**src/design/sfsm_pkg.sv**
```systemverilog
// shared types and constants of the sobel frame sharpness meter
package sfsm_pkg;

  localparam int MAX_WIDTH_DEF  = 2048;
  localparam int MAX_HEIGHT_DEF = 2048;

  localparam int PIX_W    = 8;
  localparam int CFG_W    = 12;
  localparam int CFG_IDX_W = 2;
  localparam int THR_W    = 11;
  localparam int ENERGY_W = 15;
  localparam int LEVEL_W  = 2;
  localparam int SUM_W    = 37;
  localparam int CNT_W    = 22;
  localparam int SQ_W     = 21;
  localparam int RAD_W    = 29;
  localparam int ROOT_W   = 30;
  localparam int SQRT_STEPS = 15;
  localparam int DIV_STEPS  = 37;
  localparam int STEP_W     = 6;

  localparam logic [CFG_IDX_W-1:0] REG_WIDTH  = 2'd0;
  localparam logic [CFG_IDX_W-1:0] REG_HEIGHT = 2'd1;
  localparam logic [CFG_IDX_W-1:0] REG_SOFT   = 2'd2;
  localparam logic [CFG_IDX_W-1:0] REG_SHARP  = 2'd3;

  localparam logic [CFG_W-1:0] WIDTH_RST  = 12'd640;
  localparam logic [CFG_W-1:0] HEIGHT_RST = 12'd480;
  localparam logic [THR_W-1:0] SOFT_RST   = 11'd15;
  localparam logic [THR_W-1:0] SHARP_RST  = 11'd30;

  localparam logic [LEVEL_W-1:0] LVL_SOFT   = 2'd0;
  localparam logic [LEVEL_W-1:0] LVL_NORMAL = 2'd1;
  localparam logic [LEVEL_W-1:0] LVL_SHARP  = 2'd2;

  typedef struct packed {
    logic load_px;
    logic calc;
    logic sqrt_step;
    logic acc;
    logic div_init;
    logic div_step;
    logic out_load;
  } sfsm_cmd_t;

  typedef struct packed {
    logic interior;
    logic frame_end;
    logic frame_end_r;
  } sfsm_sts_t;

endpackage

```
**src/design/sfsm_ctrl.sv**
```systemverilog
// sequencer of the sharpness meter: per-pixel steps, square root and frame-end divide
module sfsm_ctrl (
  input  logic                 clk,
  input  logic                 rst_n,
  input  logic                 in_valid,
  output logic                 in_ready,
  output logic                 out_valid,
  input  logic                 out_ready,
  input  sfsm_pkg::sfsm_sts_t  sts,
  output sfsm_pkg::sfsm_cmd_t  cmd
);

  typedef enum logic [2:0] {
    S_IDLE, S_CALC, S_SQRT, S_ACC, S_DIVI, S_DIV, S_OUT
  } state_t;

  state_t                         state_r, state_nxt;
  logic [sfsm_pkg::STEP_W-1:0]    step_r, step_nxt;
  logic                           out_valid_r, out_valid_nxt;
  logic                           out_free;

  assign in_ready  = (state_r == S_IDLE);
  assign out_valid = out_valid_r;
  assign out_free  = !out_valid_r || out_ready;

  always_comb begin
    state_nxt     = state_r;
    step_nxt      = step_r;
    out_valid_nxt = out_valid_r;
    cmd           = '0;
    if (out_valid_r && out_ready) out_valid_nxt = 1'b0;
    case (state_r)
      S_IDLE: begin
        if (in_valid) begin
          cmd.load_px = 1'b1;
          state_nxt   = S_CALC;
        end
      end
      S_CALC: begin
        cmd.calc = 1'b1;
        step_nxt = '0;
        if (sts.interior) state_nxt = S_SQRT;
        else if (sts.frame_end) state_nxt = S_DIVI;
        else state_nxt = S_IDLE;
      end
      S_SQRT: begin
        cmd.sqrt_step = 1'b1;
        step_nxt      = step_r + 1'b1;
        if (step_r == sfsm_pkg::STEP_W'(sfsm_pkg::SQRT_STEPS - 1)) state_nxt = S_ACC;
      end
      S_ACC: begin
        cmd.acc   = 1'b1;
        state_nxt = sts.frame_end_r ? S_DIVI : S_IDLE;
      end
      S_DIVI: begin
        cmd.div_init = 1'b1;
        step_nxt     = '0;
        state_nxt    = S_DIV;
      end
      S_DIV: begin
        cmd.div_step = 1'b1;
        step_nxt     = step_r + 1'b1;
        if (step_r == sfsm_pkg::STEP_W'(sfsm_pkg::DIV_STEPS - 1)) state_nxt = S_OUT;
      end
      S_OUT: begin
        // wait for the output register to drain before loading the frame result
        if (out_free) begin
          cmd.out_load  = 1'b1;
          out_valid_nxt = 1'b1;
          state_nxt     = S_IDLE;
        end
      end
      default: state_nxt = S_IDLE;
    endcase
  end

  always_ff @(posedge clk) begin
    if (!rst_n) begin
      state_r     <= S_IDLE;
      step_r      <= '0;
      out_valid_r <= 1'b0;
    end else begin
      state_r     <= state_nxt;
      step_r      <= step_nxt;
      out_valid_r <= out_valid_nxt;
    end
  end

endmodule

```
**config.mk**
```make
export PLATFORM = sky130hd
export DESIGN_NAME = sfsm_ctrl
export DESIGN_NICKNAME = d
export VERILOG_FILES = /design/src/design/sfsm_pkg.sv /design/src/design/sfsm_ctrl.sv
export SDC_FILE = /design/constraint.sdc
export NUM_CORES = 1
export LEC_CHECK = 0
export ABC_AREA = 1
export BUFFER_PORTS_ARGS = -buffer_cell sky130_fd_sc_hd__clkbuf_2
export CAP_MARGIN = 40
export CORE_MARGIN = 10
export CORE_UTILIZATION = 25
export DETAILED_ROUTE_END_ITERATION = 10
export PLACE_DENSITY_LB_ADDON = 0.15
export RECOVER_POWER = 100
export SYNTH_ARGS = -nofsm -noshare
export SYNTH_HDL_FRONTEND = slang
export SYNTH_SLANG_ARGS = --single-unit
```
**constraint.sdc**
```tcl
create_clock -name clk -period 1.4 [get_ports clk]
set_input_delay 0.14 -clock clk [delete_from_list [all_inputs] [get_ports clk]]
set_output_delay 0.14 -clock clk [all_outputs]
set_load 0.01 [all_outputs]
```
# == Word level (Yosys, flattened, before mapping) ==
# Index checks and enable logic that the tools add are counted.
# word_totals
register_bits,10
output_inout_bits,9
wordCells,45
# classes
add_sub_neg,1
n_eq_ne,12
muxes,21
reduce_logical,8
# op_table
operator,n
two-way mux 3 bit,7
case mux 3 bit (7 select lines),1
two-way mux 1 bit,12
case mux 6 bit (2 select lines),1
equality test 3 bit (second input constant),3
inequality test 2 bit (second input constant),4
adder 6 x 1 -> 6 bit (second input constant),1
equality test 3 x 2 -> 1 bit (second input constant),2
equality test 6 x 4 -> 1 bit (second input constant),1
equality test 6 bit (second input constant),1
AND reduction 4 bit,1
OR reduction 2 bit,2
equality test 3 x 1 -> 1 bit (second input constant),1
zero test 3 bit,1
nonzero test 2 bit,1
logical AND 1 bit,1
zero test 1 bit,1
logical OR 1 bit,1

# == Longest topological paths before layout ==
# logic_depth
word_depth,4
depth_mapped,10

# == Worst setup path before layout ==
# No wires, ideal clock.
# synth_path
path_type,register to register
startpoint,register state_r[2]
endpoint,register state_r[1]
setup_time_ns,0.110
arrival_time_ns,1.036
required_ns,1.290
path_slack_ns,0.254
path_stages_with_launch,10
period_less_slack_ns,1.146
path_cell_list,dfxtp_1 buf_4 inv_1 nand3_2 inv_1 o21ai_2 nand3_1 nand2_1 inv_1 nor2_1
# synth_via
elab_chain_len,3
elab_cells_between_ends,13
cone_classes,10 x eq/ne; 1 x mux; 2 x reduce/logical
# synth_rtl
item,line_no,source
"start, declared",sfsm_ctrl.sv:17,"state_t state_r, state_nxt;"
"start signal, assigned",sfsm_ctrl.sv:83,state_r <= state_nxt;
equality test 3 bit (tied with other cells),sfsm_ctrl.sv:32,case (state_r)
inequality test 2 bit (no source line),-,
AND reduction 4 bit (no source line),-,
# Several ways; a longest one is shown, not always the timed one.
# A chain may end at the register's enable or synchronous reset.

==> results.sh <==
export IMPL_slew_headroom=0.786
export IMPL_wl_met3_um=156
export IMPL_numPortBuffers=15
export IMPL_ioPinCount=16
export IMPL_powerDensity_mw_per_mm2=1760
export IMPL_worst_pin_slew_ps=319
export IMPL_yosysWarnings=0
export IMPL_outcome="finished, final reports clean"
export IMPL_start_kind="flop"
export IMPL_postRouteWirelength_um=1750
export IMPL_wirelength_met1_um=783
export IMPL_synth_top_family_by_area="simple AND/OR/NAND/NOR gates"
export IMPL_finalHoldViolCount=0
export IMPL_wl_met2_um=758
export IMPL_p_leak_nw=0.407
export IMPL_dieArea_mm2=0.00525
export IMPL_synthMuxAreaShare=0
export IMPL_fin_hold_ws_ps=163
export IMPL_rsz0062_at_grt="false"
export IMPL_antenna_found_initial=0
export IMPL_ys_types=21
export IMPL_grt_pass1_vias=713
export IMPL_fin_nets=138
export IMPL_critPathCaptureType="primary output"
export IMPL_dieHeight_um=72.5
export IMPL_final_fill_count=301
export IMPL_initial_utilization=0.270
export IMPL_placementRows=18
export IMPL_wl_per_cell_um=11.2
export IMPL_drc=0
export IMPL_synthesis_area_um2=688
export IMPL_synthAdderAreaFrac=0.0545
export IMPL_fin_ws_ps=111
export IMPL_syn_nets=119
export IMPL_multi_input_area_um2=412
export IMPL_seq_area_frac_synth=0.291
export IMPL_grt_total_usage=0.0724
export IMPL_core_area_mm2=0.00254
export IMPL_slew_viol_final=0
export IMPL_crit_type="reg2out"
export IMPL_clkTransAtPathRegs_ps=80
export IMPL_synthSimpleGateAreaFrac=0.413
export IMPL_highest_layer="met4"
export IMPL_cts_made_buffers=3
export IMPL_cp_arrival_ps=1150
export IMPL_ir_drop_uv=824
export IMPL_place_ws_ps=117
export IMPL_fin_setup_tns_ps=0
export IMPL_dr_total_vias=708
export IMPL_cts_root_buffer="clkbuf_4"
export IMPL_grt_pass1_wl_um=3030
export IMPL_drive_gt1_frac=0.276
export IMPL_grt_start_max_net_pins=9
export IMPL_fin_crit_ps=1290
export IMPL_fin_total_pwr_mw=1.48
export IMPL_postCtsSetupRepairBufs=0
export IMPL_syn_avg_cell_area_um2=6.31
export IMPL_vias_per_cell=4.51
export IMPL_syn2layout_area_growth_pct=22.2
export IMPL_cts_max_level=1
export IMPL_clock_sinks=10
export IMPL_register_area_um2=206
export IMPL_place_inst=153
export IMPL_fin_worst_skew_ps=4.89
export IMPL_ff2ff_setup_slack_ps=190
export IMPL_min_path_type="in2reg"
export IMPL_synth_compound_area_frac=0.115
export IMPL_finalCritPeriodShare=0.921
export IMPL_fin_cells=157
export IMPL_synth_xor_area_frac=0
export IMPL_cts_tree="built"
export IMPL_dr_pass1_iters=2
export IMPL_max_freq_ghz=0.776
export IMPL_antenna_cells=0
export IMPL_synth_seq_cells=10
export IMPL_syn_inst=109
export IMPL_clock_path_buffers=2
export IMPL_critical_path_required_ps=1260
export IMPL_die_w_um=72.5
export IMPL_drt_iter0_drc=23
export IMPL_setup_violations=0
export IMPL_drv_cap=0
export IMPL_gp_congestion=0.805
export IMPL_detail_route_antenna_nets=0
export IMPL_overflow=0
export IMPL_post_dp_hpwl_um=1420
export IMPL_crit_fanout=6
export IMPL_clk_insertion_delay_late_ps=270
through the flow:
step	cell area, um^2	util
final	841	0.330
after global routing	841	0.330
after CTS	832	0.327
after detailed placement	796	0.313
after global placement	796	0.313
after floorplan	688	-
logic make-up (layout without fill, tap and decap cells):
kind of cell	count (synthesis)	count (layout)
compound gates	13	13
fa+ha+maj	3	3
buf+inv	22	40
flops	10	10
simple gates	61	61
what timing repair did:
action | CTS | global route
resized for setup | 0 | 12
hold buffers | 0 | 0
endpoints found under the setup margin | 0 | 9
critical path: stages (launching register included):
cell	delay (ps)
dfxtp_2	350
buf_2	160
nor3_2	210
clkbuf_2	160
synthesized netlist by cell type:
cell       n  share of area
nand2_1   18          0.098
nand4_1    2          0.018
nor3_2     1          0.015
a21oi_1    5          0.036
or2_2      1         0.0091
nor3_1     2          0.015
buf_4      1          0.011
nand3b_1   1          0.011
nor2_1    22           0.12
nor2_2     1         0.0091
o21ai_0    4          0.029
inv_2      2          0.011
clkbuf_2   1         0.0073
nand3_2    2          0.029
dfxtp_1   10           0.29
ha_1       3          0.055
inv_1     18          0.098
nand3_1   10          0.073
o21ai_2    3          0.038
nand2_4    1          0.016
o211ai_1   1          0.011
flip-flops by register name, summed over array words and instances (netlist names):
register / count
step_r: 6
state_r: 3
out_valid: 1
report_power, final:
part | switching, mW | internal, mW
sequential | 0.0860 | 0.354
clock | 0.118 | 0.158
combinational | 0.498 | 0.265
total | 0.702 | 0.777
worst paths after layout:
check / end / cells after the start / startpoint
hold reg to reg: step_r[1] / 2 / step_r[1]
setup / recovery: cmd[3] / 3 / state_r[2]
setup reg to reg: state_r[1] / 9 / step_r[0]
hold / removal: state_r[1] / 3 / rst_n
placed cells by master, fill, tap and decap left out, types with 3 or more instances in the layout:
cell type	n
a21oi_1	5
nor2_1	20
nand3_1	9
inv_1	17
dfxtp_2	5
nor2_2	3
o21ai_0	4
ha_1	3
clkbuf_1	5
nand3_2	3
clkbuf_2	9
inv_2	3
dfxtp_1	5
nand2_1	18
clkbuf_4	3
final cells by class:
type | count | area share
clock buffers | 4 | 0.0432
inverters | 20 | 0.0893
multi-input cells | 77 | 0.490
flip-flops and latches | 10 | 0.246
well taps | 30 | 0.0446
repair buffers | 16 | 0.0878
routing by layer:
metal | global-route usage | up-vias
met4 | 0.0485 | 0
li1 | - | 380
met1 | 0.0747 | 304
met2 | 0.114 | 17
met5 | 0 | -
met3 | 0.0354 | 7
Note: power is estimated with default switching activity, not from simulation.
